===== src/i2c_master_bit_engine_unit_macros.svh =====
// Assertion macros shared by the I2C master bit engine modules.
// Depends on nothing; each user passes its own clock and reset.
`ifndef I2C_MASTER_BIT_ENGINE_UNIT_MACROS_SVH
`define I2C_MASTER_BIT_ENGINE_UNIT_MACROS_SVH

// The consequent must hold in the same cycle as the antecedent.
`define I2CM_ASSERT_NOW(label, clk, rst_n, ante, cons, msg) \
    label: assert property (@(posedge clk) disable iff (!rst_n) (ante) |-> (cons)) \
        else $error(msg);

// The consequent must hold in the cycle after the antecedent.
`define I2CM_ASSERT_NEXT(label, clk, rst_n, ante, cons, msg) \
    label: assert property (@(posedge clk) disable iff (!rst_n) (ante) |=> (cons)) \
        else $error(msg);

`endif


===== src/i2cm_pkg.sv =====
// Package of the I2C master bit engine: command codes, item types and helpers.
// Used by the queue, the front, the back and the top level.
package i2cm_pkg;

    localparam int CNT_W = 16;
    localparam int QUEUE_DEPTH = 2;
    localparam int QPTR_W = (QUEUE_DEPTH > 1) ? $clog2(QUEUE_DEPTH) : 1;
    localparam int QCNT_W = $clog2(QUEUE_DEPTH + 1);
    localparam logic [32:0] CNT_MAX = (33'd1 << CNT_W) - 33'd1;
    localparam logic [15:0] PHASE_TICKS_RESET = 16'd10;
    localparam logic [2:0] LAST_BIT = 3'd7;
    localparam int MSB_POS = 7;

    typedef enum logic [2:0] {
        CMD_NONE    = 3'd0,
        CMD_START   = 3'd1,
        CMD_STOP    = 3'd2,
        CMD_WRITE   = 3'd3,
        CMD_READ    = 3'd4,
        CMD_WAITACK = 3'd5,
        CMD_ACK     = 3'd6,
        CMD_NACK    = 3'd7
    } cmd_t;

    typedef struct packed {
        cmd_t       cmd;
        logic       has_cmd;
        logic [7:0] wr_byte;
        logic       sda_in;
    } q_item_t;

    typedef struct packed {
        logic       scl_out;
        logic       sda_out;
        logic       busy_res;
        logic       done_res;
        logic [7:0] rd_byte;
        logic       ack_level;
        logic       cmd_rejected;
    } res_t;

    function automatic logic [CNT_W-1:0] phase_limit(input logic [15:0] pt);
        logic [32:0] ext;
        ext = 33'(pt);
        if (ext == 33'd0)
        begin
            ext = 33'd1;
        end
        if (ext > CNT_MAX)
        begin
            ext = CNT_MAX;
        end
        return ext[CNT_W-1:0];
    endfunction

    function automatic logic [4:0] phase_count(input cmd_t cmd);
        case (cmd)
            CMD_STOP:  return 5'd1;
            CMD_WRITE: return 5'd24;
            CMD_READ:  return 5'd16;
            default:   return 5'd3;
        endcase
    endfunction

    // Bit index of a write phase: the phase divided by three, by reciprocal.
    function automatic logic [2:0] wr_bit_index(input logic [4:0] p);
        logic [8:0] prod;
        prod = 9'(p) * 9'd11;
        return prod[7:5];
    endfunction

    function automatic logic [1:0] wr_sub_phase(input logic [4:0] p);
        logic [4:0] base;
        base = 5'(wr_bit_index(p)) * 5'd3;
        return 2'(p - base);
    endfunction

endpackage


===== src/i2cm_if.sv =====
// Channel interfaces of the I2C master bit engine: request, result and configuration.
// Depends on nothing; the field widths are written out in each interface.
interface i2cm_req_if;
    logic       valid;
    logic       ready;
    logic [2:0] req_type;
    logic [7:0] wr_byte;
    logic       sda_in;

    modport source (output valid, output req_type, output wr_byte, output sda_in,
                    input ready);
    modport sink (input valid, input req_type, input wr_byte, input sda_in,
                  output ready);
endinterface

interface i2cm_res_if;
    logic       valid;
    logic       ready;
    logic       scl_out;
    logic       sda_out;
    logic       busy_res;
    logic       done_res;
    logic [7:0] rd_byte;
    logic       ack_level;
    logic       cmd_rejected;

    modport source (output valid, output scl_out, output sda_out, output busy_res,
                    output done_res, output rd_byte, output ack_level,
                    output cmd_rejected, input ready);
    modport sink (input valid, input scl_out, input sda_out, input busy_res,
                  input done_res, input rd_byte, input ack_level,
                  input cmd_rejected, output ready);
endinterface

interface i2cm_cfg_if;
    logic        valid;
    logic        ready;
    logic [15:0] phase_ticks;

    modport source (output valid, output phase_ticks, input ready);
    modport sink (input valid, input phase_ticks, output ready);
endinterface


===== src/i2c_master_bit_engine_unit.sv =====
// When the queue is empty, an accepted item is queued, then popped and stepped by the phase
// sequencer, which registers its result in the output register from which it is taken.
// Throughput: one item per cycle while results are taken; a result left waiting stalls the pop.
// The two-entry queue lets the front accept while a result waits to be taken.
// Reset clears the queue and the sequencer, releases SCL and SDA, sets phase_ticks to 10.
// Top level of the I2C master bit engine: front, queue and back wired to the channels.
// Depends on i2cm_pkg, the channel interfaces, i2cm_front and i2cm_back.
module i2c_master_bit_engine_unit (
    input  logic       clk,
    input  logic       rst_n,
    i2cm_req_if.sink   req_ch,
    i2cm_res_if.source res_ch,
    i2cm_cfg_if.sink   cfg_ch
);

    logic              q_valid;
    i2cm_pkg::q_item_t q_item;
    logic              pop;

    i2cm_front u_front (
        .clk     (clk),
        .rst_n   (rst_n),
        .req_ch  (req_ch),
        .q_valid (q_valid),
        .q_item  (q_item),
        .pop     (pop)
    );

    i2cm_back u_back (
        .clk     (clk),
        .rst_n   (rst_n),
        .q_valid (q_valid),
        .q_item  (q_item),
        .pop     (pop),
        .res_ch  (res_ch),
        .cfg_ch  (cfg_ch)
    );

endmodule


===== src/i2cm_fifo.sv =====
// Short queue of classified items between the front and the back of the engine.
// Depends on i2cm_pkg for the item type and the queue depth.
module i2cm_fifo (
    input  logic              clk,
    input  logic              rst_n,
    input  logic              push,
    input  i2cm_pkg::q_item_t push_item,
    output logic              full,
    output logic              q_valid,
    output i2cm_pkg::q_item_t q_item,
    input  logic              pop
);

    i2cm_pkg::q_item_t                  store_reg [i2cm_pkg::QUEUE_DEPTH];
    logic [i2cm_pkg::QPTR_W-1:0]        wr_ptr_reg;
    logic [i2cm_pkg::QPTR_W-1:0]        wr_ptr_next;
    logic [i2cm_pkg::QPTR_W-1:0]        rd_ptr_reg;
    logic [i2cm_pkg::QPTR_W-1:0]        rd_ptr_next;
    logic [i2cm_pkg::QCNT_W-1:0]        count_reg;
    logic [i2cm_pkg::QCNT_W-1:0]        count_next;
    logic                               do_push;
    logic                               do_pop;

    assign full     = (count_reg == i2cm_pkg::QCNT_W'(i2cm_pkg::QUEUE_DEPTH));
    assign q_valid  = (count_reg != '0);
    assign q_item   = store_reg[rd_ptr_reg];
    assign do_push  = push && !full;
    assign do_pop   = pop && q_valid;

    always_comb
    begin
        wr_ptr_next = wr_ptr_reg;
        rd_ptr_next = rd_ptr_reg;
        count_next  = count_reg;
        if (do_push)
        begin
            wr_ptr_next = (wr_ptr_reg == i2cm_pkg::QPTR_W'(i2cm_pkg::QUEUE_DEPTH - 1))
                        ? '0 : wr_ptr_reg + 1'b1;
        end
        if (do_pop)
        begin
            rd_ptr_next = (rd_ptr_reg == i2cm_pkg::QPTR_W'(i2cm_pkg::QUEUE_DEPTH - 1))
                        ? '0 : rd_ptr_reg + 1'b1;
        end
        if (do_push && !do_pop)
        begin
            count_next = count_reg + 1'b1;
        end
        else if (do_pop && !do_push)
        begin
            count_next = count_reg - 1'b1;
        end
    end

    always_ff @(posedge clk or negedge rst_n)
    begin
        if (!rst_n)
        begin
            wr_ptr_reg <= '0;
            rd_ptr_reg <= '0;
            count_reg  <= '0;
        end
        else
        begin
            wr_ptr_reg <= wr_ptr_next;
            rd_ptr_reg <= rd_ptr_next;
            count_reg  <= count_next;
        end
    end

    always_ff @(posedge clk)
    begin
        if (do_push)
        begin
            store_reg[wr_ptr_reg] <= push_item;
        end
    end

endmodule


===== src/i2cm_front.sv =====
// Front of the engine: accepts request items, classifies the command and queues them.
// Depends on i2cm_pkg, the request interface and i2cm_fifo.
module i2cm_front (
    input  logic              clk,
    input  logic              rst_n,
    i2cm_req_if.sink          req_ch,
    output logic              q_valid,
    output i2cm_pkg::q_item_t q_item,
    input  logic              pop
);

    i2cm_pkg::q_item_t class_item;
    logic              full;

    always_comb
    begin
        class_item.cmd     = i2cm_pkg::cmd_t'(req_ch.req_type);
        class_item.has_cmd = (req_ch.req_type != 3'(i2cm_pkg::CMD_NONE));
        class_item.wr_byte = req_ch.wr_byte;
        class_item.sda_in  = req_ch.sda_in;
    end

    assign req_ch.ready = !full;

    i2cm_fifo u_fifo (
        .clk       (clk),
        .rst_n     (rst_n),
        .push      (req_ch.valid),
        .push_item (class_item),
        .full      (full),
        .q_valid   (q_valid),
        .q_item    (q_item),
        .pop       (pop)
    );

endmodule


===== src/i2cm_back.sv =====
// Back of the engine: steps the bus phase sequencer once per item and registers results.
// Depends on i2cm_pkg, the result and configuration interfaces and the assertion macros.
`include "i2c_master_bit_engine_unit_macros.svh"

module i2cm_back (
    input  logic              clk,
    input  logic              rst_n,
    input  logic              q_valid,
    input  i2cm_pkg::q_item_t q_item,
    output logic              pop,
    i2cm_res_if.source        res_ch,
    i2cm_cfg_if.sink          cfg_ch
);

    i2cm_pkg::cmd_t                active_reg;
    i2cm_pkg::cmd_t                active_next;
    logic [4:0]                    phase_reg;
    logic [4:0]                    phase_next;
    logic [i2cm_pkg::CNT_W-1:0]    tick_reg;
    logic [i2cm_pkg::CNT_W-1:0]    tick_next;
    logic [7:0]                    shift_reg;
    logic [7:0]                    shift_next;
    logic                          scl_reg;
    logic                          scl_next;
    logic                          sda_reg;
    logic                          sda_next;
    logic                          ack_reg;
    logic                          ack_next;
    logic [7:0]                    hold_reg;
    logic [7:0]                    hold_next;
    logic [15:0]                   phase_ticks_reg;
    logic                          out_valid_reg;
    i2cm_pkg::res_t                out_reg;
    logic                          done;
    logic                          rejected;
    logic [i2cm_pkg::CNT_W-1:0]    limit;
    logic [1:0]                    sub;

    assign cfg_ch.ready = 1'b1;
    assign pop          = q_valid && (!out_valid_reg || res_ch.ready);
    assign limit        = i2cm_pkg::phase_limit(phase_ticks_reg);

    always_comb
    begin
        active_next = active_reg;
        phase_next  = phase_reg;
        tick_next   = tick_reg;
        shift_next  = shift_reg;
        scl_next    = scl_reg;
        sda_next    = sda_reg;
        ack_next    = ack_reg;
        hold_next   = hold_reg;
        done        = 1'b0;
        rejected    = 1'b0;
        sub         = 2'd0;
        if (active_reg == i2cm_pkg::CMD_NONE)
        begin
            if (q_item.has_cmd)
            begin
                active_next = q_item.cmd;
                phase_next  = 5'd0;
                tick_next   = '0;
                shift_next  = (q_item.cmd == i2cm_pkg::CMD_WRITE) ? q_item.wr_byte : 8'd0;
            end
        end
        else
        begin
            rejected  = q_item.has_cmd;
            tick_next = tick_reg + 1'b1;
            if (tick_next >= limit)
            begin
                if (active_reg == i2cm_pkg::CMD_READ && !phase_reg[0])
                begin
                    shift_next = {shift_reg[6:0], q_item.sda_in};
                end
                else if (active_reg == i2cm_pkg::CMD_WAITACK && phase_reg == 5'd1)
                begin
                    ack_next = q_item.sda_in;
                end
                tick_next  = '0;
                phase_next = phase_reg + 1'b1;
                if (phase_next >= i2cm_pkg::phase_count(active_reg))
                begin
                    if (active_reg == i2cm_pkg::CMD_STOP || active_reg == i2cm_pkg::CMD_ACK)
                    begin
                        sda_next = 1'b1;
                    end
                    else if (active_reg == i2cm_pkg::CMD_READ)
                    begin
                        hold_next = shift_next;
                    end
                    active_next = i2cm_pkg::CMD_NONE;
                    phase_next  = 5'd0;
                    done        = 1'b1;
                end
            end
        end

        // Levels of the phase being entered, both for a new command and a phase change.
        if (active_next != i2cm_pkg::CMD_NONE && !done &&
            (active_reg == i2cm_pkg::CMD_NONE || tick_next == '0))
        begin
            case (active_next)
                i2cm_pkg::CMD_START:
                begin
                    if (phase_next == 5'd0)
                    begin
                        sda_next = 1'b1;
                        scl_next = 1'b1;
                    end
                    else if (phase_next == 5'd1)
                    begin
                        sda_next = 1'b0;
                    end
                    else
                    begin
                        scl_next = 1'b0;
                    end
                end
                i2cm_pkg::CMD_STOP:
                begin
                    sda_next = 1'b0;
                    scl_next = 1'b1;
                end
                i2cm_pkg::CMD_WRITE:
                begin
                    sub = i2cm_pkg::wr_sub_phase(phase_next);
                    if (sub == 2'd0)
                    begin
                        sda_next = shift_next[i2cm_pkg::MSB_POS];
                    end
                    else if (sub == 2'd1)
                    begin
                        scl_next = 1'b1;
                    end
                    else
                    begin
                        scl_next = 1'b0;
                        if (i2cm_pkg::wr_bit_index(phase_next) == i2cm_pkg::LAST_BIT)
                        begin
                            sda_next = 1'b1;
                        end
                        shift_next = {shift_next[6:0], 1'b0};
                    end
                end
                i2cm_pkg::CMD_READ:
                begin
                    scl_next = !phase_next[0];
                end
                default:
                begin
                    if (phase_next == 5'd0)
                    begin
                        sda_next = (active_next != i2cm_pkg::CMD_ACK);
                    end
                    else if (phase_next == 5'd1)
                    begin
                        scl_next = 1'b1;
                    end
                    else
                    begin
                        scl_next = 1'b0;
                    end
                end
            endcase
        end
    end

    always_ff @(posedge clk or negedge rst_n)
    begin
        if (!rst_n)
        begin
            active_reg      <= i2cm_pkg::CMD_NONE;
            phase_reg       <= 5'd0;
            tick_reg        <= '0;
            shift_reg       <= 8'd0;
            scl_reg         <= 1'b1;
            sda_reg         <= 1'b1;
            ack_reg         <= 1'b1;
            hold_reg        <= 8'd0;
            phase_ticks_reg <= i2cm_pkg::PHASE_TICKS_RESET;
            out_valid_reg   <= 1'b0;
        end
        else
        begin
            if (cfg_ch.valid)
            begin
                phase_ticks_reg <= cfg_ch.phase_ticks;
            end
            if (pop)
            begin
                active_reg    <= active_next;
                phase_reg     <= phase_next;
                tick_reg      <= tick_next;
                shift_reg     <= shift_next;
                scl_reg       <= scl_next;
                sda_reg       <= sda_next;
                ack_reg       <= ack_next;
                hold_reg      <= hold_next;
                out_valid_reg <= 1'b1;
            end
            else if (res_ch.ready)
            begin
                out_valid_reg <= 1'b0;
            end
        end
    end

    always_ff @(posedge clk)
    begin
        if (pop)
        begin
            out_reg.scl_out      <= scl_next;
            out_reg.sda_out      <= sda_next;
            out_reg.busy_res     <= (active_next != i2cm_pkg::CMD_NONE);
            out_reg.done_res     <= done;
            out_reg.rd_byte      <= hold_next;
            out_reg.ack_level    <= ack_next;
            out_reg.cmd_rejected <= rejected;
        end
    end

    assign res_ch.valid        = out_valid_reg;
    assign res_ch.scl_out      = out_reg.scl_out;
    assign res_ch.sda_out      = out_reg.sda_out;
    assign res_ch.busy_res     = out_reg.busy_res;
    assign res_ch.done_res     = out_reg.done_res;
    assign res_ch.rd_byte      = out_reg.rd_byte;
    assign res_ch.ack_level    = out_reg.ack_level;
    assign res_ch.cmd_rejected = out_reg.cmd_rejected;

    `I2CM_ASSERT_NOW(a_idle_counters_clear, clk, rst_n,
        active_reg == i2cm_pkg::CMD_NONE, tick_reg == '0 && phase_reg == 5'd0,
        "Idle engine holds a nonzero phase or tick count.")
    `I2CM_ASSERT_NOW(a_phase_in_range, clk, rst_n,
        1'b1, phase_reg < i2cm_pkg::phase_count(active_reg),
        "Phase index beyond the command's last phase.")
    `I2CM_ASSERT_NEXT(a_done_leaves_idle, clk, rst_n,
        pop && done, active_reg == i2cm_pkg::CMD_NONE && !out_reg.busy_res,
        "Completed command left the engine busy.")
    `I2CM_ASSERT_NEXT(a_reject_only_busy, clk, rst_n,
        pop && active_reg == i2cm_pkg::CMD_NONE, !out_reg.cmd_rejected,
        "Command flagged as rejected while the engine was idle.")

endmodule


===== src/flat_wrapper.sv =====
// flat-port wrapper written by rule: the top's interface ports become plain ports
module i2c_master_bit_engine_unit_flat 
  (clk, rst_n, req_ch_valid, req_ch_req_type, req_ch_wr_byte, req_ch_sda_in, req_ch_ready, res_ch_valid, res_ch_scl_out, res_ch_sda_out, res_ch_busy_res, res_ch_done_res, res_ch_rd_byte, res_ch_ack_level, res_ch_cmd_rejected, res_ch_ready, cfg_ch_valid, cfg_ch_phase_ticks, cfg_ch_ready);
  i2cm_req_if req_ch_i ();
  i2cm_res_if res_ch_i ();
  i2cm_cfg_if cfg_ch_i ();
  input  logic clk;
  input  logic rst_n;
  input wire logic [$bits(req_ch_i.valid)-1:0] req_ch_valid;
  input wire logic [$bits(req_ch_i.req_type)-1:0] req_ch_req_type;
  input wire logic [$bits(req_ch_i.wr_byte)-1:0] req_ch_wr_byte;
  input wire logic [$bits(req_ch_i.sda_in)-1:0] req_ch_sda_in;
  output wire logic [$bits(req_ch_i.ready)-1:0] req_ch_ready;
  output wire logic [$bits(res_ch_i.valid)-1:0] res_ch_valid;
  output wire logic [$bits(res_ch_i.scl_out)-1:0] res_ch_scl_out;
  output wire logic [$bits(res_ch_i.sda_out)-1:0] res_ch_sda_out;
  output wire logic [$bits(res_ch_i.busy_res)-1:0] res_ch_busy_res;
  output wire logic [$bits(res_ch_i.done_res)-1:0] res_ch_done_res;
  output wire logic [$bits(res_ch_i.rd_byte)-1:0] res_ch_rd_byte;
  output wire logic [$bits(res_ch_i.ack_level)-1:0] res_ch_ack_level;
  output wire logic [$bits(res_ch_i.cmd_rejected)-1:0] res_ch_cmd_rejected;
  input wire logic [$bits(res_ch_i.ready)-1:0] res_ch_ready;
  input wire logic [$bits(cfg_ch_i.valid)-1:0] cfg_ch_valid;
  input wire logic [$bits(cfg_ch_i.phase_ticks)-1:0] cfg_ch_phase_ticks;
  output wire logic [$bits(cfg_ch_i.ready)-1:0] cfg_ch_ready;
  assign req_ch_i.valid = req_ch_valid;
  assign req_ch_i.req_type = req_ch_req_type;
  assign req_ch_i.wr_byte = req_ch_wr_byte;
  assign req_ch_i.sda_in = req_ch_sda_in;
  assign req_ch_ready = req_ch_i.ready;
  assign res_ch_valid = res_ch_i.valid;
  assign res_ch_scl_out = res_ch_i.scl_out;
  assign res_ch_sda_out = res_ch_i.sda_out;
  assign res_ch_busy_res = res_ch_i.busy_res;
  assign res_ch_done_res = res_ch_i.done_res;
  assign res_ch_rd_byte = res_ch_i.rd_byte;
  assign res_ch_ack_level = res_ch_i.ack_level;
  assign res_ch_cmd_rejected = res_ch_i.cmd_rejected;
  assign res_ch_i.ready = res_ch_ready;
  assign cfg_ch_i.valid = cfg_ch_valid;
  assign cfg_ch_i.phase_ticks = cfg_ch_phase_ticks;
  assign cfg_ch_ready = cfg_ch_i.ready;
  i2c_master_bit_engine_unit u_core (.clk(clk), .rst_n(rst_n), .req_ch(req_ch_i), .res_ch(res_ch_i), .cfg_ch(cfg_ch_i));
endmodule

===== config.mk =====
export PLATFORM = sky130hd
export DESIGN_NAME = i2c_master_bit_engine_unit_flat
export DESIGN_NICKNAME = d
export VERILOG_FILES = /design/src/i2cm_pkg.sv /design/src/i2cm_if.sv /design/src/i2c_master_bit_engine_unit.sv /design/src/i2cm_fifo.sv /design/src/i2cm_front.sv /design/src/i2cm_back.sv /design/src/flat_wrapper.sv
export VERILOG_INCLUDE_DIRS = /design/src /design/src/src
export SDC_FILE = /design/constraint.sdc
export NUM_CORES = 1
export LEC_CHECK = 0
export ABC_AREA = 0
export BUFFER_PORTS_ARGS = -buffer_cell sky130_fd_sc_hd__buf_4
export CAP_MARGIN = 0
export CORE_UTILIZATION = 41
export CTS_CLUSTER_SIZE = 25
export DETAILED_ROUTE_END_ITERATION = 12
export PLACE_DENSITY_LB_ADDON = 0.15
export SYNTH_ARGS = -nofsm -noshare
export SYNTH_HDL_FRONTEND = slang
export SYNTH_HIERARCHICAL = 1
export SYNTH_SLANG_ARGS = --single-unit

===== constraint.sdc =====
create_clock -name clk -period 11.1 [get_ports clk]
set_input_delay 2.22 -clock clk [delete_from_list [all_inputs] [get_ports clk]]
set_output_delay 2.22 -clock clk [all_outputs]
set_load 0.02 [all_outputs]

==> results of run 1 <==
power by group:
group          switching (mW)  total [mW]  internal [mW]
Combinational           0.318       0.513          0.195
Sequential             0.0701       0.560          0.490
Clock                   0.157       0.344          0.187
per-layer routing:
layer | vias up | GRT usage
met2 | 102 | 0.322
met3 | 18 | 0.0370
li1 | 2464 | -
met1 | 2464 | 0.276
met4 | 0 | 0.0645
met5 | - | 0
cells in the final DEF, fill, tap and decap left out, types with 7 or more instances in the layout:
cell type  instances
buf_4             50
nor2_1            39
a221o_1            7
nand2_1          109
a21oi_1           39
nand2b_1           8
inv_1             36
mux2_2            16
nand3_1            9
nor4_1            10
nand4_1            8
dfrtp_1           59
clkbuf_16          9
ha_1              37
xnor2_1           22
nor3_1            15
edfxtp_1          40
o31a_1             8
mux2i_1            9
o21ai_0           55
area by class of cell:
cell class / instances / area [um2] / area share
Clock buffer: 10 / 239 / 0.0336
Clock inverter: 6 / 86.3 / 0.0121
Inverter: 37 / 139 / 0.0195
Multi-Input combinational cell: 495 / 3240 / 0.455
Sequential cell: 104 / 2810 / 0.394
Tap cell: 188 / 235 / 0.0330
Timing Repair Buffer: 50 / 375 / 0.0527
worst max-delay path, stage by stage (launching register included):
cell and delay, ps:
dfrtp_1 500, ha_1 370, nand2_1 160, nor4_1 510
xor2_1 280, ha_1 280, nand4_1 170, o21bai_1 170
nor4_1 570, a21o_1 470, nand2_1 100, o21a_1 160
inv_1 100, ha_1 230, ha_1 270, ha_1 290
nand2_1 50, a2111oi_0 600, o31a_1 240, o21a_1 110
nor2_1 40, xnor2_1 120, ha_1 280, xnor2_1 200
xnor2_1 190, nor4_4 610, nor2b_1 110, a221o_1 290
per-stage QoR:
stage / setup WS (ps) / instances / util
2_1_floorplan: 4510 / 667 / -
3_3_place_gp: 3900 / 874 / 0.449
3_5_place_dp: 3620 / 874 / 0.449
4_1_cts: 3590 / 890 / 0.470
5_1_grt: 2610 / 890 / 0.470
6_report: 3520 / 890 / 0.470
final timing paths:
kind / end / from / slack, ps
worst max-delay path: u_core/u_back/shift_reg[3] / u_core/u_back/tick_reg[0] / 3520
worst min-delay path: u_core/u_back/ack_reg / u_core/u_back/ack_reg / 470
worst max register to register: u_core/u_back/shift_reg[3] / u_core/u_back/tick_reg[0] / 3520
worst min register to register: u_core/u_back/ack_reg / u_core/u_back/ack_reg / 470
max in group asynchronous: u_core/u_back/hold_reg[7] / rst_n / 8580
min in group asynchronous: u_core/u_back/phase_ticks_reg[5] / rst_n / 1970
kinds of logic (layout without fill, tap and decap cells):
kind of cell,count (synthesis),count (layout),share of synthesized area
flip-flops,104,104,0.444
AO/OA/AOI/OAI,164,164,0.168
multiplexers,25,25,0.0427
adder cells (fa/ha/maj),38,38,0.0763
buffers and inverters,68,103,0.0447
AND/OR/NAND/NOR,239,239,0.185
other,1,1,0.000592
XOR/XNOR,28,28,0.0387
==> impl_metrics.toml, run 1 <==
[timing]
hold_viol = 0
finalSetupViolCount = 0
rsz0062_at_grt = "false"
holdWs_ps = 466
fin_crit_sh = 0.683
finalMaxSlewViolations = 0
min_period_ps = 7580
setup-tns-final_ps = 0
fin_skew_ps = 15.1
max_slew_margin = 0.260
fmax_ghz = 0.132
tightest_slew_ps = 1110

[clock_tree]
root_buffer = "clkbuf_16"
cts_buffers = 9
tritoncts = "yes"
clkSinkCount = 104
cts_setup_buffers = 0
ctsHoldBuffers = 0
clock_path_buffers = 2
clk_latency_ps = 360
cts.repair.resized = 0
path_clk_slew_ps = 80
cts-htree-levels = 3

[synth]
yosys-top-cells-area = "dfrtp_1 (23%), edfxtp_1 (19%), ha_1 (7.3%), nand2_1 (6.5%), o21ai_0 (4.3%)"
ys_warn_count = 6
synthDistinctLibCells = 74
synth.avg_cell_area_um2 = 9.49
async_reset_ff_frac = 0.615
syn_area_um2 = 6330
synth.most_common_cell = "nand2_1"
synth_top_area_frac = 0.233
yosysSeqAreaShare = 0.444
ys_seq_elements = 104
synth_top_area_cell = "dfrtp_1"
ys.flop_type = "dfrtp_1"
synth_edf_count = 40
synth.net_count = 738
syn-instance-count = 667
yosys-top-cells-count = "nand2_1 (109), dfrtp_1 (59), o21ai_0 (55), edfxtp_1 (40)"

[global_routing]
first_global_vias = 4909
grt_usage = 0.201
grt_max_degree = 65
antenna_found_initial = 0
grt_pass1_wl_mm = 25.1
grt_overflow = 0

[setup_path]
required_ps = 11350
path_max_fanout = 15
critPathKind = "reg -> reg"
cp.arrival_ps = 7830
crit_path_end_kind = "flop"
cp-start-kind = "flop"
r2r_cells = 27

[layout]
largest_register_ffs = 26
final_layout_size_suffix_gt1_frac = 0.138
diodes = 0
design_area_um2 = 7120
fin_nets = 768
fillers = 1439
area_delta_synth_final_pct = 12.5

[placed_design]
port_buffers = 48
routabilityCongestion = 0.849
place_area_um2 = 6800
place.detailed.hpwl_mm = 10.7

[outcome]
outcome = "completed"

[die]
initial_core_util = 0.418
dieArea_um2 = 15900
die-height_um = 126
core_area_um2 = 15100
die_x_um = 126
rows = 45
io_pins = 50

[routing]
viasPerCell = 5.67
highest_layer = "met4"
first_pass_iters = 5
wl_met3_um = 562
drt_iter0_markers = 352
wl_met2_mm = 6.94
ant_nets = 0
num_vias = 5048
wl_mm = 15.0
drcViolationCount = 0
wl_per_cell_um = 16.8
met1_length_mm = 7.27

[power_and_ir_drop]
power_mw = 1.42
vdd_drop_max_uv = 156
p_leak_nw = 3.07
power.density_nw_per_um2 = 199

[worst_hold_path]
hold_depth = 2
hold_class = "reg -> reg"

[job]
maxCapViolations = 0
Note: power is estimated with default switching activity, not from simulation.
==> run 2: changes to the inputs <==
- ABC_AREA: 0 -> 1
- clock period: 11.1 -> 7.4 ns (I/O delays scaled with it)
==> impl_metrics.toml, run 2 <==
[synth]
syn-instance-count = 835
ys.flop_type = "dfrtp_1"
ys_warn_count = 6
yosys-top-cells-area = "dfrtp_1 (22%), edfxtp_1 (18%), nand2_1 (15%), ha_1 (6.9%), inv_1 (5.7%)"
synth.most_common_cell = "nand2_1"
synth.net_count = 906
ys_seq_elements = 104
yosys-top-cells-count = "nand2_1 (261), inv_1 (103), dfrtp_1 (59), o21ai_0 (58), edfxtp_1 (40)"
synth_edf_count = 40
synth.avg_cell_area_um2 = 8.06
synth_top_area_frac = 0.219
async_reset_ff_frac = 0.615
yosysSeqAreaShare = 0.417
syn_area_um2 = 6730
synth_top_area_cell = "dfrtp_1"
synthDistinctLibCells = 53

[clock_tree]
cts.repair.resized = 0
cts_setup_buffers = 0
root_buffer = "clkbuf_16"
ctsHoldBuffers = 0
clk_latency_ps = 370
clock_path_buffers = 2
path_clk_slew_ps = 80
cts_buffers = 9
clkSinkCount = 104
cts-htree-levels = 3
tritoncts = "yes"

[global_routing]
grt_pass1_wl_mm = 24.6
first_global_vias = 5023
grt_overflow = 0
antenna_found_initial = 0
grt_max_degree = 81
grt_usage = 0.187

[power_and_ir_drop]
share_comb_of_total_power = 0.505
p_switching_mw = 1.34
seqPwrFrac = 0.322
p_clk_frac = 0.174
vdd_drop_max_uv = 381
p_int_mw = 1.47
power.density_nw_per_um2 = 372
sw_frac_of_total = 0.475
p_leak_nw = 3.64

[die]
dieArea_um2 = 16900
rows = 46
io_pins = 50
die_x_um = 130
initial_core_util = 0.422
die-height_um = 130
core_area_um2 = 15900

[layout]
final_common_cell = "nand2_1"
final_layout_size_suffix_gt1_frac = 0.175
fillers = 1582
largest_register_ffs = 26
area_delta_synth_final_pct = 12.1
final_cell_mix = "nand2_1 (261), inv_1 (102), dfrtp_1 (59)"
diodes = 0
fin_nets = 945

[routing]
wl_mm = 14.7
drt_iter0_markers = 326
num_vias = 5362
first_pass_iters = 5
viasPerCell = 4.90
wl_per_cell_um = 13.4
drcViolationCount = 0
ant_nets = 0

[setup_path]
slowest_stage = "fa_1"
critical-path-max-stage-delay_ps = 530
cp.arrival_ps = 6180
crit_path_end_kind = "flop"
path_max_fanout = 18
cp-start-kind = "flop"
critPathKind = "reg -> reg"
crit_top_cell = "nand2_1"
worstPathBufferInverterCount = 5
rrSetupSlack_ps = 1450
required_ps = 7630
crit_family = "adder cells"

[timing]
rsz0062_at_grt = "false"
hold_viol = 0
fmax_ghz = 0.168
max_slew_margin = 0.256
fin_crit_sh = 0.804
setup_ws_ps = 1450
fin_skew_ps = 8.13
min_period_ps = 5950
setup-tns-final_ps = 0
tightest_slew_ps = 1110
finalSetupViolCount = 0
finalMaxSlewViolations = 0

[worst_hold_path]
hold_class = "reg -> reg"

[placed_design]
post-place-ws_ps = 1430
place.detailed.hpwl_mm = 10.6
port_buffers = 48
routabilityCongestion = 0.808

[job]
maxCapViolations = 0

[outcome]
outcome = "completed"
run 2: changes by cell type after synthesis, moves of 13 or more:
cell and change:
nor3_1 -13, nand2_1 +152, xnor2_1 -19, inv_2 +14, nand3_1 +28, mux2_2 -16, a21oi_1 -28, inv_1 +67
nand2_2 +23
run 2: kinds of logic (layout without fill, tap and decap cells):
| group | after synthesis | after routing | share of synthesized area |
|---|---|---|---|
| XOR/XNOR | 14 | 14 | 0.0182 |
| other | 1 | 1 | 0.000557 |
| AND/OR/NAND/NOR | 421 | 421 | 0.294 |
| multiplexers | 8 | 8 | 0.0119 |
| AO/OA/AOI/OAI | 110 | 110 | 0.101 |
| buffers and inverters | 139 | 183 | 0.0859 |
| flip-flops | 104 | 104 | 0.417 |
| adder cells (fa/ha/maj) | 38 | 38 | 0.0717 |
run 2: routing by layer:
metal  vias to the layer above  GRT usage  part of all wire  wire length (um)
li1                       2793          -                 -                 -
met1                      2427      0.246              0.48              6970
met2                       127      0.311              0.47              6820
met3                        15     0.0361             0.046               672
met4                         0     0.0506             0.013               192
met5                         -          0                 0                 0
run 2: path summary, 6_finish.rpt:
path / start / end / cells after the start
setup reg to reg: u_core/u_back/tick_reg[0] / u_core/u_back/shift_reg[5] / 32
max in group asynchronous: rst_n / u_core/u_back/phase_reg[2] / 1
min in group asynchronous: rst_n / u_core/u_back/phase_ticks_reg[2] / 1
hold / removal: u_core/u_back/ack_reg / u_core/u_back/ack_reg / 2
hold reg to reg: u_core/u_back/ack_reg / u_core/u_back/ack_reg / 2
setup / recovery: u_core/u_back/tick_reg[0] / u_core/u_back/shift_reg[5] / 32
run 2: power groups by stage:
stage          clock network [mW]  logic [mW]  registers [mW]
3_3_place_gp                    0        1.43           0.916
6_report                    0.488        1.42           0.903
3_5_place_dp                    0        1.42           0.913
5_1_grt                     0.522        1.60           0.925
2_1_floorplan                   0        1.08           0.933
4_1_cts                     0.505        1.43           0.904
run 2: stage by stage:
stage / power (mW) / std cells / util / instance area [um2] / hold WS [ps]
finish: 2.81 / 1095 / 0.473 / 7540 / 471
global route: 3.05 / 1095 / 0.473 / 7540 / 493
CTS: 2.84 / 1095 / 0.473 / 7540 / 475
detailed placement: 2.33 / 1079 / 0.454 / 7240 / 460
global placement: 2.34 / 1079 / 0.454 / 7240 / 461
floorplan: 2.01 / 835 / - / 6730 / 442
run 2: layout make-up:
class	instances	area, um2	area share
inverter	118	443	0.0587
multi-input combinational	592	3350	0.443
timing repair buffer	49	368	0.0488
clock inverter	7	83.8	0.0111
sequential	104	2810	0.372
clock buffer	9	225	0.0299
tap	216	270	0.0358
run 2: worst register-to-register path: cells and delay by family (launching register included):
| kind | cells | cell delay, ps |
|---|---|---|
| XOR/XNOR | 3 | 500 |
| AO/OA/AOI/OAI | 4 | 710 |
| adder cells (fa/ha/maj) | 6 | 1980 |
| buffers and inverters | 5 | 360 |
| AND/OR/NAND/NOR | 14 | 1790 |
| flip-flops | 1 | 480 |
